### src/sv/mgs_pkg.sv
// Package: shared types, command codes and the note frequency table.
`default_nettype none
package mgs_pkg;

  localparam int NOTE_COUNT = 84;
  localparam int DIV_STEPS  = 13;

  localparam logic [1:0] CMD_TICK = 2'd0;
  localparam logic [1:0] CMD_LOAD = 2'd1;
  localparam logic [1:0] CMD_PLAY = 2'd2;
  localparam logic [1:0] CMD_STOP = 2'd3;

  localparam logic CFG_SEQ_LENGTH = 1'b0;
  localparam logic CFG_LOOP_COUNT = 1'b1;

  localparam logic [12:0] FREQ_TABLE [NOTE_COUNT] = '{
    13'd65,   13'd69,   13'd73,   13'd77,   13'd82,   13'd87,
    13'd92,   13'd98,   13'd103,  13'd110,  13'd116,  13'd123,
    13'd130,  13'd138,  13'd146,  13'd155,  13'd164,  13'd174,
    13'd185,  13'd196,  13'd207,  13'd220,  13'd233,  13'd246,
    13'd261,  13'd277,  13'd293,  13'd311,  13'd330,  13'd349,
    13'd370,  13'd392,  13'd415,  13'd440,  13'd466,  13'd494,
    13'd523,  13'd554,  13'd587,  13'd622,  13'd659,  13'd699,
    13'd740,  13'd784,  13'd831,  13'd880,  13'd932,  13'd988,
    13'd1047, 13'd1109, 13'd1175, 13'd1245, 13'd1319, 13'd1397,
    13'd1480, 13'd1568, 13'd1661, 13'd1760, 13'd1865, 13'd1976,
    13'd2093, 13'd2217, 13'd2349, 13'd2489, 13'd2637, 13'd2794,
    13'd2960, 13'd3136, 13'd3322, 13'd3520, 13'd3729, 13'd3951,
    13'd4186, 13'd4435, 13'd4699, 13'd4978, 13'd5274, 13'd5588,
    13'd5920, 13'd6272, 13'd6645, 13'd7040, 13'd7459, 13'd7902
  };

  typedef struct packed {
    logic accept;
    logic load;
    logic play;
    logic stop;
    logic silence_all;
    logic fix_step;
    logic rd_cur;
    logic cmp;
    logic rd_next;
    logic lat_next;
    logic mul;
    logic add;
    logic div_step;
    logic glide_tone;
    logic finish;
  } ctl_t;

  typedef struct packed {
    logic [1:0] cmd;
    logic       tick_idle;
    logic       loops_zero;
    logic       note_rest;
    logic       glide;
    logic       div_last;
  } sts_t;

  function automatic logic is_rest(input logic signed [7:0] n);
    is_rest = n[7] || (n[6:0] >= 7'(NOTE_COUNT));
  endfunction

  function automatic logic [12:0] freq_of(input logic signed [7:0] n);
    logic [12:0] f;
    f = '0;
    if (!is_rest(n)) begin
      f = FREQ_TABLE[n[6:0]];
    end
    freq_of = f;
  endfunction

endpackage
`default_nettype wire

### src/sv/mgs_ram.sv
// Generic single-write, single-read RAM with registered read data.
`default_nettype none
module mgs_ram #(
  parameter int WIDTH = 8,
  parameter int DEPTH = 64
) (
  input  wire logic                     clk,
  input  wire logic                     we,
  input  wire logic [$clog2(DEPTH)-1:0] waddr,
  input  wire logic [WIDTH-1:0]         wdata,
  input  wire logic [$clog2(DEPTH)-1:0] raddr,
  output logic      [WIDTH-1:0]         rdata
);
  logic [WIDTH-1:0] mem [DEPTH];

  always_ff @(posedge clk) begin
    if (we) begin
      mem[waddr] <= wdata;
    end
    rdata <= mem[raddr];
  end
endmodule
`default_nettype wire

### src/sv/mgs_ctrl.sv
// Controller state machine: sequences each item through the datapath.
`default_nettype none
module mgs_ctrl
  import mgs_pkg::*;
(
  input  wire logic clk,
  input  wire logic rst_n,
  input  wire logic in_valid,
  output logic      in_stall,
  input  wire logic out_stall,
  output logic      out_valid,
  input  wire sts_t sts,
  output ctl_t      ctl
);
  localparam logic [3:0] S_IDLE = 4'd0;
  localparam logic [3:0] S_DEC  = 4'd1;
  localparam logic [3:0] S_RD0  = 4'd2;
  localparam logic [3:0] S_CMP  = 4'd3;
  localparam logic [3:0] S_CHK  = 4'd4;
  localparam logic [3:0] S_NOTE = 4'd5;
  localparam logic [3:0] S_NEXT = 4'd6;
  localparam logic [3:0] S_MUL  = 4'd7;
  localparam logic [3:0] S_ADD  = 4'd8;
  localparam logic [3:0] S_DIV  = 4'd9;
  localparam logic [3:0] S_TONE = 4'd10;
  localparam logic [3:0] S_FIN  = 4'd11;

  logic [3:0] state_r, state_nxt;
  logic       out_valid_r, out_valid_nxt;
  logic       slot_free;

  assign slot_free = !out_valid_r || !out_stall;
  assign in_stall  = (state_r != S_IDLE);
  assign out_valid = out_valid_r;

  always_comb begin
    state_nxt = state_r;
    ctl       = '0;
    case (state_r)
      S_IDLE: begin
        if (in_valid) begin
          ctl.accept = 1'b1;
          state_nxt  = S_DEC;
        end
      end
      S_DEC: begin
        case (sts.cmd)
          CMD_LOAD: begin
            ctl.load  = 1'b1;
            state_nxt = S_FIN;
          end
          CMD_PLAY: begin
            ctl.play  = 1'b1;
            state_nxt = S_FIN;
          end
          CMD_STOP: begin
            ctl.stop  = 1'b1;
            state_nxt = S_FIN;
          end
          default: begin
            if (sts.tick_idle) begin
              ctl.silence_all = 1'b1;
              state_nxt       = S_FIN;
            end else begin
              ctl.fix_step = 1'b1;
              state_nxt    = S_RD0;
            end
          end
        endcase
      end
      S_RD0: begin
        ctl.rd_cur = 1'b1;
        state_nxt  = S_CMP;
      end
      S_CMP: begin
        ctl.cmp   = 1'b1;
        state_nxt = S_CHK;
      end
      S_CHK: begin
        if (sts.loops_zero) begin
          state_nxt = S_FIN;
        end else begin
          ctl.rd_cur = 1'b1;
          state_nxt  = S_NOTE;
        end
      end
      S_NOTE: begin
        ctl.rd_next = 1'b1;
        state_nxt   = S_NEXT;
      end
      S_NEXT: begin
        ctl.lat_next = 1'b1;
        if (!sts.note_rest && sts.glide) begin
          state_nxt = S_MUL;
        end else begin
          state_nxt = S_FIN;
        end
      end
      S_MUL: begin
        ctl.mul   = 1'b1;
        state_nxt = S_ADD;
      end
      S_ADD: begin
        ctl.add   = 1'b1;
        state_nxt = S_DIV;
      end
      S_DIV: begin
        ctl.div_step = 1'b1;
        if (sts.div_last) begin
          state_nxt = S_TONE;
        end
      end
      S_TONE: begin
        ctl.glide_tone = 1'b1;
        state_nxt      = S_FIN;
      end
      S_FIN: begin
        if (slot_free) begin
          ctl.finish = 1'b1;
          state_nxt  = S_IDLE;
        end
      end
      default: begin
        state_nxt = S_IDLE;
      end
    endcase
  end

  always_comb begin
    if (ctl.finish) begin
      out_valid_nxt = 1'b1;
    end else if (out_stall) begin
      out_valid_nxt = out_valid_r;
    end else begin
      out_valid_nxt = 1'b0;
    end
  end

  always_ff @(posedge clk) begin
    if (!rst_n) begin
      state_r     <= S_IDLE;
      out_valid_r <= 1'b0;
    end else begin
      state_r     <= state_nxt;
      out_valid_r <= out_valid_nxt;
    end
  end
endmodule
`default_nettype wire

### src/sv/mgs_datapath.sv
// Datapath: tables, step timing, glide multiply and iterative divide, result registers.
`default_nettype none
module mgs_datapath
  import mgs_pkg::*;
#(
  parameter int MAX_STEPS = 64
) (
  input  wire logic               clk,
  input  wire logic               rst_n,
  input  wire logic               cfg_we,
  input  wire logic               cfg_index,
  input  wire logic [8:0]         cfg_wdata,
  input  wire logic [1:0]         in_command,
  input  wire logic [31:0]        in_now_ms,
  input  wire logic [5:0]         in_entry_index,
  input  wire logic signed [7:0]  in_entry_note,
  input  wire logic signed [15:0] in_entry_duration,
  output logic                    out_sound_on,
  output logic [12:0]             out_frequency_hz,
  output logic                    out_drive_enable,
  output logic [5:0]              out_step_index,
  output logic                    out_playing,
  input  wire ctl_t               ctl,
  output sts_t                    sts
);
  localparam int IW = $clog2(MAX_STEPS);

  logic [6:0]         seq_len_r;
  logic signed [8:0]  loop_cnt_r;
  logic [1:0]         cmd_r;
  logic [31:0]        now_r;
  logic [5:0]         idx_r;
  logic signed [7:0]  enote_r;
  logic signed [15:0] edur_r;

  logic [IW-1:0]      step_r;
  logic [31:0]        start_r;
  logic signed [8:0]  loops_r;
  logic [12:0]        freq_r;
  logic               sound_r;
  logic               drive_r;

  logic [15:0]        el_r;
  logic signed [7:0]  note_r;
  logic signed [15:0] dur_r;
  logic [12:0]        f1_r;
  logic [12:0]        f2_r;
  logic [15:0]        d_r;
  logic [15:0]        e_r;
  logic [28:0]        p1_r;
  logic [28:0]        p2_r;
  logic [15:0]        rem_r;
  logic [12:0]        q_r;
  logic [3:0]         cnt_r;

  logic [31:0]        len32;
  logic [31:0]        step32;
  logic [31:0]        step_inc32;
  logic [IW-1:0]      next_step;
  logic               idx_ok;
  logic               ram_we;
  logic [IW-1:0]      ram_raddr;
  logic [23:0]        ram_rdata;
  logic signed [7:0]  rd_note;
  logic [15:0]        rd_mag;
  logic [15:0]        dur_mag;
  logic [31:0]        elapsed;
  logic [28:0]        num;
  logic [16:0]        trial;
  logic               ge;

  assign len32      = (32'(seq_len_r) > 32'(MAX_STEPS)) ? 32'(MAX_STEPS) : 32'(seq_len_r);
  assign step32     = 32'(step_r);
  assign step_inc32 = step32 + 32'd1;
  assign next_step  = (step_inc32 >= len32) ? '0 : IW'(step_inc32);
  assign idx_ok     = (32'(idx_r) < 32'(MAX_STEPS));
  assign ram_we     = ctl.load && idx_ok;
  assign ram_raddr  = ctl.rd_next ? next_step : step_r;
  assign rd_note    = $signed(ram_rdata[23:16]);
  assign rd_mag     = ram_rdata[15] ? (~ram_rdata[15:0] + 16'd1) : ram_rdata[15:0];
  assign dur_mag    = dur_r[15] ? (~dur_r + 16'd1) : dur_r;
  assign elapsed    = now_r - start_r;
  assign num        = p1_r + p2_r;
  assign trial      = {rem_r, q_r[12]};
  assign ge         = (trial >= {1'b0, d_r});

  assign sts.cmd        = cmd_r;
  assign sts.tick_idle  = (len32 == 32'd0) || (loops_r == 9'sd0);
  assign sts.loops_zero = (loops_r == 9'sd0);
  assign sts.note_rest  = is_rest(note_r);
  assign sts.glide      = dur_r[15] && !is_rest(rd_note) && (dur_mag != 16'd0);
  assign sts.div_last   = (cnt_r == 4'(DIV_STEPS - 1));

  mgs_ram #(
    .WIDTH(24),
    .DEPTH(MAX_STEPS)
  ) u_table (
    .clk  (clk),
    .we   (ram_we),
    .waddr(IW'(idx_r)),
    .wdata({enote_r, edur_r}),
    .raddr(ram_raddr),
    .rdata(ram_rdata)
  );

  always_ff @(posedge clk) begin
    if (!rst_n) begin
      seq_len_r  <= '0;
      loop_cnt_r <= 9'sd1;
    end else if (cfg_we) begin
      if (cfg_index == CFG_SEQ_LENGTH) begin
        seq_len_r <= cfg_wdata[6:0];
      end else begin
        loop_cnt_r <= $signed(cfg_wdata);
      end
    end
  end

  always_ff @(posedge clk) begin
    if (ctl.accept) begin
      cmd_r   <= in_command;
      now_r   <= in_now_ms;
      idx_r   <= in_entry_index;
      enote_r <= in_entry_note;
      edur_r  <= in_entry_duration;
    end
    if (ctl.rd_next) begin
      note_r <= rd_note;
      dur_r  <= $signed(ram_rdata[15:0]);
    end
    if (ctl.lat_next) begin
      f1_r <= freq_of(note_r);
      f2_r <= freq_of(rd_note);
      d_r  <= dur_mag;
      e_r  <= (el_r > dur_mag) ? dur_mag : el_r;
    end
    if (ctl.mul) begin
      p1_r <= 29'(f1_r) * 29'(d_r - e_r);
      p2_r <= 29'(f2_r) * 29'(e_r);
    end
    if (ctl.add) begin
      rem_r <= num[28:13];
      q_r   <= num[12:0];
      cnt_r <= '0;
    end else if (ctl.div_step) begin
      rem_r <= ge ? 16'(trial - {1'b0, d_r}) : trial[15:0];
      q_r   <= {q_r[11:0], ge};
      cnt_r <= cnt_r + 4'd1;
    end
    if (ctl.cmp) begin
      el_r <= (elapsed > {16'd0, rd_mag}) ? 16'd0 : elapsed[15:0];
    end
    if (ctl.finish) begin
      out_sound_on     <= sound_r;
      out_frequency_hz <= freq_r;
      out_drive_enable <= drive_r;
      out_step_index   <= 6'(step_r);
      out_playing      <= (loops_r != 9'sd0) && (len32 != 32'd0);
    end
  end

  always_ff @(posedge clk) begin
    if (!rst_n) begin
      step_r  <= '0;
      start_r <= '0;
      loops_r <= '0;
      freq_r  <= '0;
      sound_r <= 1'b0;
      drive_r <= 1'b0;
    end else begin
      if (ctl.play) begin
        step_r  <= '0;
        start_r <= now_r;
        loops_r <= loop_cnt_r;
        drive_r <= 1'b1;
      end
      if (ctl.stop) begin
        loops_r <= '0;
      end
      if (ctl.silence_all) begin
        sound_r <= 1'b0;
        freq_r  <= '0;
        drive_r <= 1'b0;
      end
      if (ctl.fix_step && (step32 >= len32)) begin
        step_r <= '0;
      end
      if (ctl.cmp && (elapsed > {16'd0, rd_mag})) begin
        start_r <= now_r;
        if (step_inc32 >= len32) begin
          step_r <= '0;
          if (loops_r > 9'sd0) begin
            loops_r <= loops_r - 9'sd1;
          end
        end else begin
          step_r <= IW'(step_inc32);
        end
      end
      if (ctl.lat_next) begin
        if (sts.note_rest) begin
          sound_r <= 1'b0;
          freq_r  <= '0;
        end else if (!sts.glide) begin
          sound_r <= 1'b1;
          freq_r  <= freq_of(note_r);
        end
      end
      if (ctl.glide_tone) begin
        sound_r <= 1'b1;
        freq_r  <= q_r;
      end
    end
  end
endmodule
`default_nettype wire

### src/sv/melody_glide_sequencer.sv
// Top level: melody sequencer with glide, controller plus datapath.
//
//  channel | direction | handshake         | payload
//  in_     | input     | in_valid/in_stall   | command, now_ms, entry_*
//  out_    | output    | out_valid/out_stall | sound_on, frequency_hz, drive_enable,
//          |           |                     | step_index, playing
//  cfg_    | input     | cfg_we              | cfg_index, cfg_wdata
//
// One item at a time: load, play and stop pass through decode and finish only; a playing
// tick also reads and compares the table, and a glide adds the 13-step restoring divider.
// Table reads go through one registered-read RAM port, one read per cycle.
// Reset is synchronous; table contents are not cleared.
// in_stall is high from acceptance until the result enters the output register;
// a stalled output holds its item while the next item is worked on.
`default_nettype none
module melody_glide_sequencer
  import mgs_pkg::*;
#(
  parameter int MAX_STEPS = 64
) (
  input  wire logic               clk,
  input  wire logic               rst_n,
  input  wire logic               cfg_we,
  input  wire logic               cfg_index,
  input  wire logic [8:0]         cfg_wdata,
  input  wire logic               in_valid,
  output logic                    in_stall,
  input  wire logic [1:0]         in_command,
  input  wire logic [31:0]        in_now_ms,
  input  wire logic [5:0]         in_entry_index,
  input  wire logic signed [7:0]  in_entry_note,
  input  wire logic signed [15:0] in_entry_duration,
  output logic                    out_valid,
  input  wire logic               out_stall,
  output logic                    out_sound_on,
  output logic [12:0]             out_frequency_hz,
  output logic                    out_drive_enable,
  output logic [5:0]              out_step_index,
  output logic                    out_playing
);
  ctl_t ctl;
  sts_t sts;

  mgs_ctrl u_ctrl (
    .clk      (clk),
    .rst_n    (rst_n),
    .in_valid (in_valid),
    .in_stall (in_stall),
    .out_stall(out_stall),
    .out_valid(out_valid),
    .sts      (sts),
    .ctl      (ctl)
  );

  mgs_datapath #(
    .MAX_STEPS(MAX_STEPS)
  ) u_datapath (
    .clk              (clk),
    .rst_n            (rst_n),
    .cfg_we           (cfg_we),
    .cfg_index        (cfg_index),
    .cfg_wdata        (cfg_wdata),
    .in_command       (in_command),
    .in_now_ms        (in_now_ms),
    .in_entry_index   (in_entry_index),
    .in_entry_note    (in_entry_note),
    .in_entry_duration(in_entry_duration),
    .out_sound_on     (out_sound_on),
    .out_frequency_hz (out_frequency_hz),
    .out_drive_enable (out_drive_enable),
    .out_step_index   (out_step_index),
    .out_playing      (out_playing),
    .ctl              (ctl),
    .sts              (sts)
  );
endmodule
`default_nettype wire

### config.mk
export PLATFORM = sky130hd
export DESIGN_NAME = melody_glide_sequencer
export DESIGN_NICKNAME = d
export VERILOG_FILES = /design/src/sv/mgs_pkg.sv /design/src/sv/mgs_ram.sv /design/src/sv/mgs_ctrl.sv /design/src/sv/mgs_datapath.sv /design/src/sv/melody_glide_sequencer.sv
export SDC_FILE = /design/constraint.sdc
export NUM_CORES = 2
export LEC_CHECK = 0
export BUFFER_PORTS_ARGS = -buffer_cell sky130_fd_sc_hd__buf_2
export CAP_MARGIN = 20
export CORE_ASPECT_RATIO = 1.5
export CORE_MARGIN = 4
export CORE_UTILIZATION = 43
export CTS_BUF_LIST = sky130_fd_sc_hd__clkbuf_4 sky130_fd_sc_hd__clkbuf_8
export DETAILED_ROUTE_END_ITERATION = 10
export PLACE_DENSITY_LB_ADDON = 0.3
export SLEW_MARGIN = 10
export SYNTH_ARGS = -nofsm -noshare
export SYNTH_HDL_FRONTEND = slang
export SYNTH_SLANG_ARGS = --single-unit
### constraint.sdc
create_clock -name clk -period 7.3 [get_ports clk]
set_input_delay 0.365 -clock clk [delete_from_list [all_inputs] [get_ports clk]]
set_output_delay 0.365 -clock clk [all_outputs]
set_load 0.005 [all_outputs]
==> results.md <==
* Hold depth at 4
* Psw at 8.10 mW
* CTS sink cnt at about 1900
* Die height at about 600 um
* RSZ-0062 raised after global routing: true
* FMAX at between 0.1 and 0.15 GHz
* Worst vdd ir at 0.000177 V
* Core Footprint at approximately 220000 um2
* Yosys warns at 0
* Max-slew violations at 0
* CTS buffer count at 304
* Max cap viols at 0
* Largest net degree at the start of global routing at about 150
* DR iter-0 viols at about 6200
* Die area at roughly 230000 um2
* Port Buf Inserts at between 100 and 150
* CTS HTree Levels at 5
* Final GP Congestion at 0.938
* Post-Syn Area at between 90000 and 100000 um2
* Period Utilization, post-route at 103%
* Static Leak at 41.3 nW
* FP Rows at 212
* Die X at 395 um
* Ys flop type: edfxtp_1
* Dpl cells at 11400
* Cells on worst reg2reg path at 33
* First-pass GRT wire length at 418 mm
* Critical Path AT at just over 8000 ps
* Worst path bufs/invs at 6
* Routed WL at 282 mm
* Post-synth EDFFs at between 1500 and 2000
* # fillers at around 20000
* DP Wirelength at ~180 mm
* Crit end category: register
* Distinct cells, synth at between 80 and 90
* Mapped Nets at just over 9000
* Crit path required time at 7980 ps
* CP most frequent cell: fa_1
* Clk pin slew, worst setup/hold paths at approximately 60 ps
* WL/cell at around 23 um
* Slew @ Worst Pin at 1090 ps
* Via Count at 67900
* Final Hold Vio Count at 0
* Ratio of total power to cell area at around 260 nW/um2
* Worst Setup Path Type: register to register
* Area delta synth->final at 13.0%
* Sequential fraction of the synthesis area at about three fifths
* Max stage delay on crit path at about 570 ps
* Synth cell count leaders: nand2_1 (2019), edfxtp_1 (1807), nand3_1 (813)
* TritonCTS clock tree: built
* Vias per cell at between 5 and 6
* Gr usage total at between 20% and 30%
* Reg power frac at around 48%
* Comb pwr share at 20.5%
* Proportion of layout cells with a drive suffix above 1 at roughly an eighth
* Non-Filler Instances at between 10000 and 15000
* Initial Util at between 40% and 50%
* CP delay by family, top: adder cells
* Clock Power Share at 31.9%
* Status: finished with violations
* CP max stage cell: fa_1
* Clk root buf: clkbuf_8
* Clock Skew at ~100 ps
* Final Setup Violations at 3
* Final WS setup at -242 ps
* Pint at about 20 mW
* Clk_lat worst skew at approximately 960 ps
* Final ANT Viol Nets at 0
* Vias in the first global route at between 60000 and 70000
* Ys async rst share at 0%
* Path length in cells of the critical path at 33
* Count leader, synth: nand2_1
* Min-delay worst type: input port to register
* Startpoint class of the critical path: register
* Crit Path Max Fanout at 5
* Switching fraction of total power at around 29%
* Remaining DRCs at 0
* Top-area cell type share of the netlist area at between 50% and 60%
* IO Pins at 103
* Failing checks: negative setup slack
* Pre-Repair DR Iteration Count at 8
* Seq cells post-synth at 1918
* Synth area leaders: edfxtp_1 (56%), nand2_1 (7.9%), fa_1 (7.5%)
* Global route overflow at 0
* Mapped Avg Cell Area at 11.3 um2
* Clock Tree Buf Depth at 4
* Cell count after synthesis at ~8500
* Final Critical Period at around 7500 ps
* Normalized max-slew margin at 27.3%
* Pre-CTS WS at -681 ps
* Cell taking the most area after synthesis: edfxtp_1
* Final #Nets at ~9600
* Initial antenna violation count at 11
worst reg2reg max path, delay by kind of cell (launching register included):
family / cells / cell delay (ps)
fa+ha+maj: 7 / 2970
compound gates: 15 / 2580
simple gates: 3 / 670
flops: 1 / 440
buf+inv: 6 / 430
xor+xnor: 2 / 200
power groups by stage:
| stage | Combinational [mW] | Sequential [mW] | Clock (mW) |
|---|---|---|---|
| after floorplan | 3.30 | 13.7 | 0 |
| after global placement | 5.35 | 13.5 | 0 |
| after detailed placement | 5.49 | 13.5 | 0 |
| after CTS | 5.68 | 13.3 | 9.08 |
| after global routing | 6.30 | 13.3 | 9.57 |
| final | 5.71 | 13.3 | 8.90 |
sequential cells by signal, summed over array words and instances, names as in the netlist, 16 cells and up:
register,cells
u_datapath.el_r,16
u_datapath.e_r,16
u_datapath.u_table.rdata,24
u_datapath.now_r,32
u_datapath.edur_r,16
u_datapath.dur_r,16
u_datapath.rem_r,16
u_datapath.u_table.mem,1536
u_datapath.p1_r,29
u_datapath.d_r,16
u_datapath.p2_r,29
u_datapath.start_r,32
cell type report:
cell class	instances	area [um2]	area share, %
tap	2889	3610	3.32
clock buffer	426	5160	4.74
clock inverter	108	591	0.542
sequential	1918	56500	51.9
antenna	12	30.0	0.0276
multi-input combinational	5552	36500	33.5
timing repair buffer	543	4400	4.04
inverter	573	2160	1.98
worst paths after layout:
path | startpoint | endpoint | slack [ps]
setup / recovery | u_datapath.e_r[1] | u_datapath.p1_r[27] | -240
hold / removal | cfg_we | u_datapath.seq_len_r[2] | 140
setup reg to reg | u_datapath.e_r[1] | u_datapath.p1_r[27] | -240
hold reg to reg | u_datapath.freq_r[6] | u_datapath.out_frequency_hz[6] | 430
metrics by stage:
stage / util [%] / area [um2] / setup TNS (ps) / hold WS (ps) / total power [mW]
floorplan: - / 96600 / -67.1 / 406 / 17.0
global placement: 45.7 / 102000 / -2070 / 419 / 18.9
detailed placement: 45.7 / 102000 / -2570 / 423 / 19.0
CTS: 48.8 / 109000 / -386 / 29.6 / 28.0
global route: 48.9 / 109000 / -1900 / 105 / 29.2
finish: 48.9 / 109000 / -419 / 144 / 27.9
placed cells by master (no fill, tap or decap), drive strengths merged, types with 25 or more instances in the layout:
master and instances:
nor2 268, a31oi 35, o21a 37, buf 450, a21oi 219, and2 169
nor2b 56, edfxtp 1807, or3 35, nand3 813, dfxtp 111, nor3 63
inv 579, xnor2 87, a311o 25, ha 275, xor2 50, fa 359
and3 135, o21ai 229, nand2 2019, nand4 45, nand2b 40, clkinv 88
clkbuf 426, dlygate4sd3 93, a211oi 28, a311oi 225, a21o 58
kinds of logic after synthesis:
| logic type | after synthesis | synth area share [%] |
|---|---|---|
| compound gates | 1022 | 7.25 |
| xor+xnor | 137 | 1.24 |
| fa+ha+maj | 634 | 11.0 |
| buf+inv | 1062 | 4.22 |
| flops | 1918 | 58.6 |
| mux | 43 | 0.523 |
| simple gates | 3716 | 17.2 |
timing repair:
action / 4_1_cts / 5_1_grt
hold buffers: 93 / 0
buffers inserted: 17 / 9
endpoints found under the setup margin: 8 / 7
gates resized for setup: 40 / 22
endpoints found under the hold margin: 111 / 0
pin swaps: 30 / 19
gates cloned: 0 / 0
per-layer routing:
metal,wire length [um],global-route usage [%],part of all wire [%]
met1,102000,26.7,36
met2,143000,41.8,51
met3,16500,3.28,5.9
met4,20600,15.2,7.3
met5,12,0,0.0043
(Power assumes the default switching activity.)
